--- src/hdl/prrd_pkg.sv ---
`timescale 1ns / 1ps
`default_nettype none
package prrd_pkg;
    localparam logic OP_INSERT   = 1'b0;
    localparam logic OP_DISPATCH = 1'b1;

    typedef logic [1:0] t_status;
    localparam t_status ST_OK    = 2'd0;
    localparam t_status ST_FULL  = 2'd1;
    localparam t_status ST_EMPTY = 2'd2;
endpackage
`default_nettype wire

--- src/hdl/prrd_if.sv ---
`timescale 1ns / 1ps
`default_nettype none
interface prrd_in_if #(
    parameter int HB = 8,
    parameter int PB = 3
) ();
    logic          valid;
    logic          ready;
    logic          op;
    logic [HB-1:0] task_handle;
    logic [PB-1:0] task_priority;
    logic          keep_after_run;
    modport source(output valid, op, task_handle, task_priority, keep_after_run, input ready);
    modport sink(input valid, op, task_handle, task_priority, keep_after_run, output ready);
endinterface

interface prrd_out_if #(
    parameter int HB = 8,
    parameter int CB = 5
) ();
    logic              valid;
    logic              ready;
    logic              dispatched;
    logic [HB-1:0]     run_handle;
    logic              round_done;
    logic [CB-1:0]     entries_held;
    prrd_pkg::t_status status;
    modport source(output valid, dispatched, run_handle, round_done, entries_held, status,
                   input ready);
    modport sink(input valid, dispatched, run_handle, round_done, entries_held, status,
                 output ready);
endinterface
`default_nettype wire

--- src/hdl/priority_round_robin_dispatcher.sv ---
`timescale 1ns / 1ps
`default_nettype none
// insert: entries of higher priority value are shifted up one by one, then the new task is written in the gap
// dispatch: a kept task stays and the cursor moves on; a one-shot task is removed, the entries behind it closed up
// the walk over the task ram, with one read and one write port, sets the rate; one item at a time
// result goes from the done state into the output registers, waiting while the last is untaken, and is held until taken
// synchronous reset empties the table and sets the cursor to the head, no clearing pass
module priority_round_robin_dispatcher #(
    parameter int TABLE_DEPTH   = 16,
    parameter int HANDLE_BITS   = 8,
    parameter int PRIORITY_BITS = 3
) (
    input wire logic i_clk,
    input wire logic i_rst_n,
    prrd_in_if.sink   i_task,
    prrd_out_if.source o_res
);
    localparam int AW = $clog2(TABLE_DEPTH);
    localparam int CW = $clog2(TABLE_DEPTH + 1);
    localparam int W  = HANDLE_BITS + PRIORITY_BITS + 1;

    localparam logic [2:0] S_IDLE   = 3'd0;
    localparam logic [2:0] S_INS_RD = 3'd1;
    localparam logic [2:0] S_INS_WR = 3'd2;
    localparam logic [2:0] S_DSP_WR = 3'd3;
    localparam logic [2:0] S_SH_RD  = 3'd4;
    localparam logic [2:0] S_SH_WR  = 3'd5;
    localparam logic [2:0] S_DONE   = 3'd6;

    logic [2:0]               r_state, n_state;
    logic [CW-1:0]            r_fill, n_fill;
    logic [AW-1:0]            r_cursor, n_cursor;
    logic [CW-1:0]            r_idx, n_idx;
    logic [AW-1:0]            r_cur, n_cur;
    logic [HANDLE_BITS-1:0]   r_handle, n_handle;
    logic [PRIORITY_BITS-1:0] r_prio, n_prio;
    logic                     r_keep, n_keep;
    logic                     r_p_disp, n_p_disp;
    logic [HANDLE_BITS-1:0]   r_p_run, n_p_run;
    logic                     r_p_wrap, n_p_wrap;
    prrd_pkg::t_status        r_p_status, n_p_status;
    logic                     r_ov, n_ov;
    logic                     r_o_disp;
    logic [HANDLE_BITS-1:0]   r_o_run;
    logic                     r_o_wrap;
    logic [CW-1:0]            r_o_held;
    prrd_pkg::t_status        r_o_status;

    logic          ram_we;
    logic [AW-1:0] ram_waddr, ram_raddr;
    logic [W-1:0]  ram_wdata, ram_rdata;
    logic          ins_fin;
    logic [CW-1:0] ins_pos, idx_dec, idx_inc, nxt, nf;
    logic          load_out;

    prrd_ram #(.WIDTH(W), .DEPTH(TABLE_DEPTH)) u_ram (
        .i_clk  (i_clk),
        .i_we   (ram_we),
        .i_waddr(ram_waddr),
        .i_wdata(ram_wdata),
        .i_raddr(ram_raddr),
        .o_rdata(ram_rdata)
    );

    assign i_task.ready       = (r_state == S_IDLE);
    assign o_res.valid        = r_ov;
    assign o_res.dispatched   = r_o_disp;
    assign o_res.run_handle   = r_o_run;
    assign o_res.round_done   = r_o_wrap;
    assign o_res.entries_held = r_o_held;
    assign o_res.status       = r_o_status;

    assign idx_dec = r_idx - 1'b1;
    assign idx_inc = r_idx + 1'b1;
    assign nxt     = CW'(r_cur) + 1'b1;
    assign nf      = r_fill - 1'b1;

    always_comb begin
        n_state    = r_state;
        n_fill     = r_fill;
        n_cursor   = r_cursor;
        n_idx      = r_idx;
        n_cur      = r_cur;
        n_handle   = r_handle;
        n_prio     = r_prio;
        n_keep     = r_keep;
        n_p_disp   = r_p_disp;
        n_p_run    = r_p_run;
        n_p_wrap   = r_p_wrap;
        n_p_status = r_p_status;
        n_ov       = r_ov;
        load_out   = 1'b0;
        ram_we     = 1'b0;
        ram_waddr  = r_idx[AW-1:0];
        ram_wdata  = {r_keep, r_prio, r_handle};
        ram_raddr  = '0;
        ins_fin    = 1'b0;
        ins_pos    = r_idx;
        if (r_ov && o_res.ready) begin
            n_ov = 1'b0;
        end
        case (r_state)
            S_IDLE: begin
                if (i_task.valid) begin
                    n_handle   = i_task.task_handle;
                    n_prio     = i_task.task_priority;
                    n_keep     = i_task.keep_after_run;
                    n_p_disp   = 1'b0;
                    n_p_run    = '0;
                    n_p_wrap   = 1'b0;
                    n_p_status = prrd_pkg::ST_OK;
                    if (i_task.op == prrd_pkg::OP_INSERT) begin
                        if (r_fill == CW'(TABLE_DEPTH)) begin
                            n_p_status = prrd_pkg::ST_FULL;
                            n_state    = S_DONE;
                        end else begin
                            n_idx   = r_fill;
                            n_state = S_INS_RD;
                        end
                    end else if (r_fill == '0) begin
                        n_cursor   = '0;
                        n_p_status = prrd_pkg::ST_EMPTY;
                        n_state    = S_DONE;
                    end else begin
                        n_cur     = (CW'(r_cursor) >= r_fill) ? '0 : r_cursor;
                        n_idx     = CW'(n_cur);
                        ram_raddr = n_cur;
                        n_state   = S_DSP_WR;
                    end
                end
            end
            S_INS_RD: begin
                if (r_idx == '0) begin
                    ram_we  = 1'b1;
                    ins_fin = 1'b1;
                end else begin
                    ram_raddr = idx_dec[AW-1:0];
                    n_state   = S_INS_WR;
                end
            end
            S_INS_WR: begin
                ram_we = 1'b1;
                if (ram_rdata[HANDLE_BITS +: PRIORITY_BITS] > r_prio) begin
                    ram_wdata = ram_rdata;
                    n_idx     = idx_dec;
                    n_state   = S_INS_RD;
                end else begin
                    ins_fin = 1'b1;
                end
            end
            S_DSP_WR: begin
                n_p_run  = ram_rdata[HANDLE_BITS-1:0];
                n_p_disp = 1'b1;
                if (ram_rdata[W-1]) begin
                    if (nxt >= r_fill) begin
                        n_cursor = '0;
                        n_p_wrap = 1'b1;
                    end else begin
                        n_cursor = nxt[AW-1:0];
                    end
                    n_state = S_DONE;
                end else begin
                    n_state = S_SH_RD;
                end
            end
            S_SH_RD: begin
                if (idx_inc < r_fill) begin
                    ram_raddr = idx_inc[AW-1:0];
                    n_state   = S_SH_WR;
                end else begin
                    n_fill = nf;
                    if (CW'(r_cur) >= nf) begin
                        n_cursor = '0;
                        n_p_wrap = 1'b1;
                    end else begin
                        n_cursor = r_cur;
                    end
                    n_state = S_DONE;
                end
            end
            S_SH_WR: begin
                ram_we    = 1'b1;
                ram_wdata = ram_rdata;
                n_idx     = idx_inc;
                n_state   = S_SH_RD;
            end
            S_DONE: begin
                if (!r_ov || o_res.ready) begin
                    load_out = 1'b1;
                    n_ov     = 1'b1;
                    n_state  = S_IDLE;
                end
            end
            default: begin
                n_state = S_IDLE;
            end
        endcase
        if (ins_fin) begin
            n_fill = r_fill + 1'b1;
            if (r_fill == '0) begin
                n_cursor = '0;
            end else if (ins_pos <= CW'(r_cursor)) begin
                n_cursor = r_cursor + 1'b1;
            end
            n_state = S_DONE;
        end
    end

    always_ff @(posedge i_clk) begin
        if (!i_rst_n) begin
            r_state  <= S_IDLE;
            r_fill   <= '0;
            r_cursor <= '0;
            r_ov     <= 1'b0;
        end else begin
            r_state  <= n_state;
            r_fill   <= n_fill;
            r_cursor <= n_cursor;
            r_ov     <= n_ov;
        end
    end

    always_ff @(posedge i_clk) begin
        r_idx      <= n_idx;
        r_cur      <= n_cur;
        r_handle   <= n_handle;
        r_prio     <= n_prio;
        r_keep     <= n_keep;
        r_p_disp   <= n_p_disp;
        r_p_run    <= n_p_run;
        r_p_wrap   <= n_p_wrap;
        r_p_status <= n_p_status;
        if (load_out) begin
            r_o_disp   <= r_p_disp;
            r_o_run    <= r_p_run;
            r_o_wrap   <= r_p_wrap;
            r_o_held   <= r_fill;
            r_o_status <= r_p_status;
        end
    end

    a_fill_bound: assert property (@(posedge i_clk) disable iff (!i_rst_n)
        r_fill <= CW'(TABLE_DEPTH))
        else $error("fill count above table depth");

    a_cursor_live: assert property (@(posedge i_clk) disable iff (!i_rst_n)
        (r_state == S_IDLE && r_fill != '0) |-> (CW'(r_cursor) < r_fill))
        else $error("cursor outside live entries");

    a_fill_step: assert property (@(posedge i_clk) disable iff (!i_rst_n)
        $past(i_rst_n) |-> (r_fill == $past(r_fill) || r_fill == $past(r_fill) + 1'b1
                            || r_fill == $past(r_fill) - 1'b1))
        else $error("fill count jumped");
endmodule
`default_nettype wire

--- src/hdl/prrd_ram.sv ---
`timescale 1ns / 1ps
`default_nettype none
module prrd_ram #(
    parameter int WIDTH = 12,
    parameter int DEPTH = 16
) (
    input  wire logic                     i_clk,
    input  wire logic                     i_we,
    input  wire logic [$clog2(DEPTH)-1:0] i_waddr,
    input  wire logic [WIDTH-1:0]         i_wdata,
    input  wire logic [$clog2(DEPTH)-1:0] i_raddr,
    output logic      [WIDTH-1:0]         o_rdata
);
    logic [WIDTH-1:0] r_mem [DEPTH];

    always_ff @(posedge i_clk) begin
        if (i_we) begin
            r_mem[i_waddr] <= i_wdata;
        end
        o_rdata <= r_mem[i_raddr];
    end
endmodule
`default_nettype wire

--- src/flat_wrapper.sv ---
// flat-port wrapper written by rule: the top's interface ports become plain ports
module priority_round_robin_dispatcher_flat 
#(
    parameter int TABLE_DEPTH   = 16,
    parameter int HANDLE_BITS   = 8,
    parameter int PRIORITY_BITS = 3
)
  (i_clk, i_rst_n, i_task_valid, i_task_op, i_task_task_handle, i_task_task_priority, i_task_keep_after_run, i_task_ready, o_res_valid, o_res_dispatched, o_res_run_handle, o_res_round_done, o_res_entries_held, o_res_status, o_res_ready);
  prrd_in_if #(.HB(8), .PB(3)) i_task_i ();
  prrd_out_if #(.HB(8), .CB(5)) o_res_i ();
  input wire logic i_clk;
  input wire logic i_rst_n;
  input wire logic [$bits(i_task_i.valid)-1:0] i_task_valid;
  input wire logic [$bits(i_task_i.op)-1:0] i_task_op;
  input wire logic [$bits(i_task_i.task_handle)-1:0] i_task_task_handle;
  input wire logic [$bits(i_task_i.task_priority)-1:0] i_task_task_priority;
  input wire logic [$bits(i_task_i.keep_after_run)-1:0] i_task_keep_after_run;
  output wire logic [$bits(i_task_i.ready)-1:0] i_task_ready;
  output wire logic [$bits(o_res_i.valid)-1:0] o_res_valid;
  output wire logic [$bits(o_res_i.dispatched)-1:0] o_res_dispatched;
  output wire logic [$bits(o_res_i.run_handle)-1:0] o_res_run_handle;
  output wire logic [$bits(o_res_i.round_done)-1:0] o_res_round_done;
  output wire logic [$bits(o_res_i.entries_held)-1:0] o_res_entries_held;
  output wire logic [$bits(o_res_i.status)-1:0] o_res_status;
  input wire logic [$bits(o_res_i.ready)-1:0] o_res_ready;
  assign i_task_i.valid = i_task_valid;
  assign i_task_i.op = i_task_op;
  assign i_task_i.task_handle = i_task_task_handle;
  assign i_task_i.task_priority = i_task_task_priority;
  assign i_task_i.keep_after_run = i_task_keep_after_run;
  assign i_task_ready = i_task_i.ready;
  assign o_res_valid = o_res_i.valid;
  assign o_res_dispatched = o_res_i.dispatched;
  assign o_res_run_handle = o_res_i.run_handle;
  assign o_res_round_done = o_res_i.round_done;
  assign o_res_entries_held = o_res_i.entries_held;
  assign o_res_status = o_res_i.status;
  assign o_res_i.ready = o_res_ready;
  priority_round_robin_dispatcher #(.TABLE_DEPTH(TABLE_DEPTH), .HANDLE_BITS(HANDLE_BITS), .PRIORITY_BITS(PRIORITY_BITS)) u_core (.i_clk(i_clk), .i_rst_n(i_rst_n), .i_task(i_task_i), .o_res(o_res_i));
endmodule
--- config.mk ---
export PLATFORM = sky130hd
export DESIGN_NAME = priority_round_robin_dispatcher_flat
export DESIGN_NICKNAME = d
export VERILOG_FILES = /design/src/hdl/prrd_pkg.sv /design/src/hdl/prrd_if.sv /design/src/hdl/priority_round_robin_dispatcher.sv /design/src/hdl/prrd_ram.sv /design/src/flat_wrapper.sv
export SDC_FILE = /design/constraint.sdc
export NUM_CORES = 1
export LEC_CHECK = 0
export ABC_CLOCK_PERIOD_IN_PS = 3900
export BUFFER_PORTS_ARGS = -buffer_cell sky130_fd_sc_hd__buf_2
export CORE_MARGIN = 2
export CORE_UTILIZATION = 46
export CTS_CLUSTER_SIZE = 14
export DETAILED_ROUTE_END_ITERATION = 8
export MAX_ROUTING_LAYER = met4
export PLACE_DENSITY = 0.63
export SYNTH_ARGS = -nofsm -noshare
export SYNTH_HDL_FRONTEND = slang
export SYNTH_SLANG_ARGS = --single-unit
--- constraint.sdc ---
create_clock -name i_clk -period 3.9 [get_ports i_clk]
set_input_delay 0.195 -clock i_clk [delete_from_list [all_inputs] [get_ports i_clk]]
set_output_delay 0.195 -clock i_clk [all_outputs]
set_load 0.05 [all_outputs]
==> results_tabular.tex <==
\begin{tabular}{lr}
\hline
Metric & Value \\
\hline
\multicolumn{2}{l}{\textbf{Setup path}} \\
Reg2Reg Setup Slack & 0.14 ns \\
Startpoint Class & flop \\
Critical path class & reg -> reg \\
CP Capture Type & flop \\
Start point of the critical path & u\_core.ins\_pos[1] \\
Crit path arrival time & 4.15 ns \\
R2r worst-path depth & 12 \\
Critical path endpoint & u\_core.u\_ram.o\_rdata[6] \\
Endpoint required time on the critical path & 4.30 ns \\
Startpoint of the most critical register-to-register path & u\_core.ins\_pos[1] \\
Highest net fanout along the worst path & 23 \\
Worst R2R End & u\_core.u\_ram.o\_rdata[6] \\
\multicolumn{2}{l}{\textbf{Flow run}} \\
Number of max-cap violations & 0 \\
\multicolumn{2}{l}{\textbf{Yosys}} \\
Post-synth top flop & sky130\_fd\_sc\_hd\_\_edfxtp\_1 \\
Cell count after synthesis & 873 \\
Synth Area per Inst & 13.14 um\^{}2 \\
Synthesis-stage register bit count & 267 \\
Number of warnings reported in the yosys synthesis log & 0 \\
Async set-or-reset flop fraction in the synthesized netlist & 0 \\
Sequential element share of the synthesized area & 0.6772 \\
EDFF count, synth & 242 \\
Synth Net Count & 923 \\
Synth cell types & 66 \\
Syn Std Cell Area & 11,470 um\^{}2 \\
\multicolumn{2}{l}{\textbf{Placed design}} \\
Total half-perimeter wirelength after legalization and detailed placement & 18,790 um \\
GP Congestion & 0.8850 \\
Port Buffers & 35 \\
Post-Place Setup Slack & 0.1934 ns \\
Placement Cell Area & 12,440 um\^{}2 \\
\multicolumn{2}{l}{\textbf{Timing}} \\
Slew @ Worst Pin & 0.8845 ns \\
Number of failing hold endpoints at the final stage & 0 \\
Total Negative Setup Slacks & 0 ns \\
Remaining max-slew budget at the tightest pin & 0.4053 \\
Final-report setup violation count & 0 \\
Shortest period the worst path allows & 3.756 ns \\
Final cycle utilization of the critical path & 0.9632 \\
Min setup slack post-route & 0.1436 ns \\
Number of max-slew violations in the final report & 0 \\
Achievable Freq & 0.2662 GHz \\
Final setup skew & 0.01749 ns \\
Setup repair after global routing missed its margin & false \\
Post-Route Hold Slack & 0.04342 ns \\
\multicolumn{2}{l}{\textbf{Cells and area}} \\
Count of antenna diodes in the layout & 0 \\
Final design area excluding fillers & 13,520 um\^{}2 \\
Multi-input logic area & 3533 um\^{}2 \\
Share of cells above drive strength 1 & 0.1766 \\
P\&R area growth vs syn & 17.90\% \\
Share of the core filled with cells in the final layout & 0.5544 \\
Fin nets & 1,014 \\
Final-layout fill cell count & 1,987 \\
Register Area & 7767 um\^{}2 \\
\multicolumn{2}{l}{\textbf{Pwr}} \\
Sequential Power Share & 0.368 \\
Internal portion of total power & 6.923 mW \\
Net load switching power & 4.134 mW \\
Power share of the clock group & 0.232 \\
Worst supply voltage drop on vdd & 0.4093 mV \\
Power per unit of standard cell area & 817.7 nW/um\^{}2 \\
Comb pwr share & 0.400 \\
Net switching share of the total power & 0.3739 \\
Leak pwr & 4.693 nW \\
\multicolumn{2}{l}{\textbf{Global route}} \\
Vias in the first global route & 7,401 \\
Number of antenna violations at the first check in global routing & 0 \\
Overflow after GRT & 0 \\
Pin count of the biggest net entering global routing & 29 \\
Global-route wire length before repair & 43,480 um \\
Combined global-route utilization of all metal layers & 0.2242 \\
\multicolumn{2}{l}{\textbf{Floorplanning}} \\
Die Wd & 161.9 um \\
Core Footprint & 24,390 um\^{}2 \\
Cell Rows & 57 \\
Die outline height & 161.9 um \\
Number of placed I/O pins & 36 \\
Die Outline Area & 26,210 um\^{}2 \\
Initial standard-cell utilization of the core & 0.4702 \\
\multicolumn{2}{l}{\textbf{Clock tree}} \\
Number of buffers created by CTS & 28 \\
Clock tree from TritonCTS & done \\
Clk slew on worst S/H paths & 0.06 ns \\
Clock Sinks & 267 \\
Buffers from clock root to sink, at most & 3 \\
Total setup buffers inserted after CTS & 0 \\
Root Buffer Master & sky130\_fd\_sc\_hd\_\_clkbuf\_16 \\
Number of levels the H-tree was split into & 1 \\
Clock latency on the worst-skew pair & 0.54 ns \\
\multicolumn{2}{l}{\textbf{Detailed routing}} \\
Via count of the routed design & 7,682 \\
Remaining routing DRC violations & 0 \\
Remaining antenna violation count & 0 \\
Mean routed wirelength per cell & 22.08 um \\
Number of violations reported at the end of detailed-routing iteration 0 & 858 \\
Wire length reported by the detailed router & 28,900 um \\
Via count normalized by instance count & 5.869 \\
DR pass1 iterations & 5 \\
\multicolumn{2}{l}{\textbf{Run status}} \\
Result of the run & finished, final reports clean \\
\multicolumn{2}{l}{\textbf{Min path}} \\
Hold path depth & 3 \\
Classification of the worst-slack hold path & in -> reg \\
\hline
\end{tabular}
placed cells by master (no fill, tap or decap), drive strengths merged, types with 4 or more instances in the layout:
master and n:
and3 4, o21ai 17, nor2b 5, buf 95, ha 33, nand2 118, a31oi 5, o22ai 4
nand2b 15, a21o 6, nor2 36, xnor2 9, and2 13, a221oi 49, a21oi 117, mux2i 9
dfxtp 25, clkbuf 32, o21a 4, nand3 6, mux2 10, edfxtp 242, nor3 8, a2bb2oi 5
clkinv 15, dlygate4sd3 14, inv 25, or4 11
kinds of logic after synthesis:
group                      synth area share
DFF                                  0.6772
AOI/OAI and AO/OA                    0.1357
and+or+nand+nor                     0.09763
buffers and inverters               0.02662
adders and majority gates           0.03600
muxes                               0.01767
xor gates and xnor gates           0.009164
Yosys cell counts, drive strengths merged (3+ instances only):
library cell	number	area, um^2
a211oi	3	27.52
a21boi	3	37.54
a21o	6	45.04
a21oi	117	585.6
a221oi	49	429.2
a22oi	3	22.52
a2bb2oi	4	41.29
a31oi	5	31.28
and2	13	81.33
and3	4	25.02
buf	29	136.4
clkbuf	21	78.83
dfxtp	25	500.5
edfxtp	242	7267
ha	33	412.9
inv	24	90.09
mux2	10	112.6
mux2i	9	90.09
nand2	118	442.9
nand2b	15	96.34
nand3	6	30.03
nor2	36	142.6
nor2b	5	31.28
nor3	8	40.04
nor4b	3	53.80
o21a	4	30.03
o21ai	17	85.08
o22ai	4	25.02
or3	3	18.77
or4	11	82.58
xnor2	9	78.83
xor2	3	26.28
sequential cells by signal (all words and copies together) (netlist names), 2 cells and up:
name,cells
u_core.u_ram.r_mem,192
u_core.u_ram.o_rdata,12
u_core.o_res.run_handle,8
u_core.r_handle,8
u_core.r_p_run,8
u_core.ins_pos,5
u_core.o_res.entries_held,5
u_core.r_fill,5
u_core.r_cur,4
u_core.r_cursor,4
u_core.r_prio,3
u_core.r_state,3
u_core.o_res.status,2
u_core.r_p_status,2
timing repair:
item	CTS	global route
endpoints found under the setup margin	0	10
hold endpoints to repair	16	0
gates resized for setup	0	4
hold buffers	14	0
per-stage QoR:
| step | power, mW | std cells |
|---|---|---|
| 5_1_grt | 11.66 | 1309 |
| 2_1_floorplan | 6.798 | 873 |
| 3_5_place_dp | 8.404 | 1242 |
| 3_3_place_gp | 8.341 | 1242 |
| 6_report | 11.06 | 1309 |
| 4_1_cts | 11.00 | 1307 |
how the worst min path moves through the flow:
stage,startpoint,endpoint,slack [ns]
after global placement,i_task_task_handle[0],u_core.r_handle[0],0.38
final,i_task_valid,u_core.r_state[0],0.04
after floorplan,i_task_task_handle[0],u_core.r_handle[0],0.29
after detailed placement,i_task_task_priority[1],u_core.r_prio[1],0.37
after global routing,i_task_valid,u_core.r_state[0],0.08
after CTS,i_task_valid,u_core.r_state[0],0.03
metal layers:
metal / global-route usage / share of wire
met5: - / 0
met4: 0.04948 / 0.017
met3: 0.03601 / 0.077
met2: 0.3456 / 0.46
met1: 0.3175 / 0.44
power by group through the flow:
stage	Sequential [mW]	Clock (mW)	Combinational, mW
6_report	4.07	2.57	4.42
3_3_place_gp	4.12	0	4.22
5_1_grt	4.10	2.73	4.83
2_1_floorplan	4.04	0	2.76
3_5_place_dp	4.12	0	4.28
4_1_cts	4.07	2.61	4.32
critical path, stage by stage, from the launching register on:
cell and delay, ns:
sky130_fd_sc_hd__edfxtp_1 0.51, sky130_fd_sc_hd__ha_1 0.35, sky130_fd_sc_hd__xor2_1 0.19, sky130_fd_sc_hd__ha_1 0.22, sky130_fd_sc_hd__or3_1 0.32, sky130_fd_sc_hd__o221ai_2 0.29
sky130_fd_sc_hd__a21oi_2 0.22, sky130_fd_sc_hd__a2bb2oi_4 0.29, sky130_fd_sc_hd__buf_12 0.23, sky130_fd_sc_hd__buf_4 0.17, sky130_fd_sc_hd__a21oi_1 0.21, sky130_fd_sc_hd__a221oi_1 0.11
sky130_fd_sc_hd__or4_1 0.49
layout make-up:
cell class | instances | share of cell area
Sequential cell | 267 | 0.5744
Clock inverter | 19 | 0.01120
Clock buffer | 32 | 0.05524
Tap cell | 324 | 0.02998
Multi-Input combinational cell | 534 | 0.2613
Timing Repair Buffer | 109 | 0.06125
Inverter | 24 | 0.006662
(Power assumes the default switching activity.)
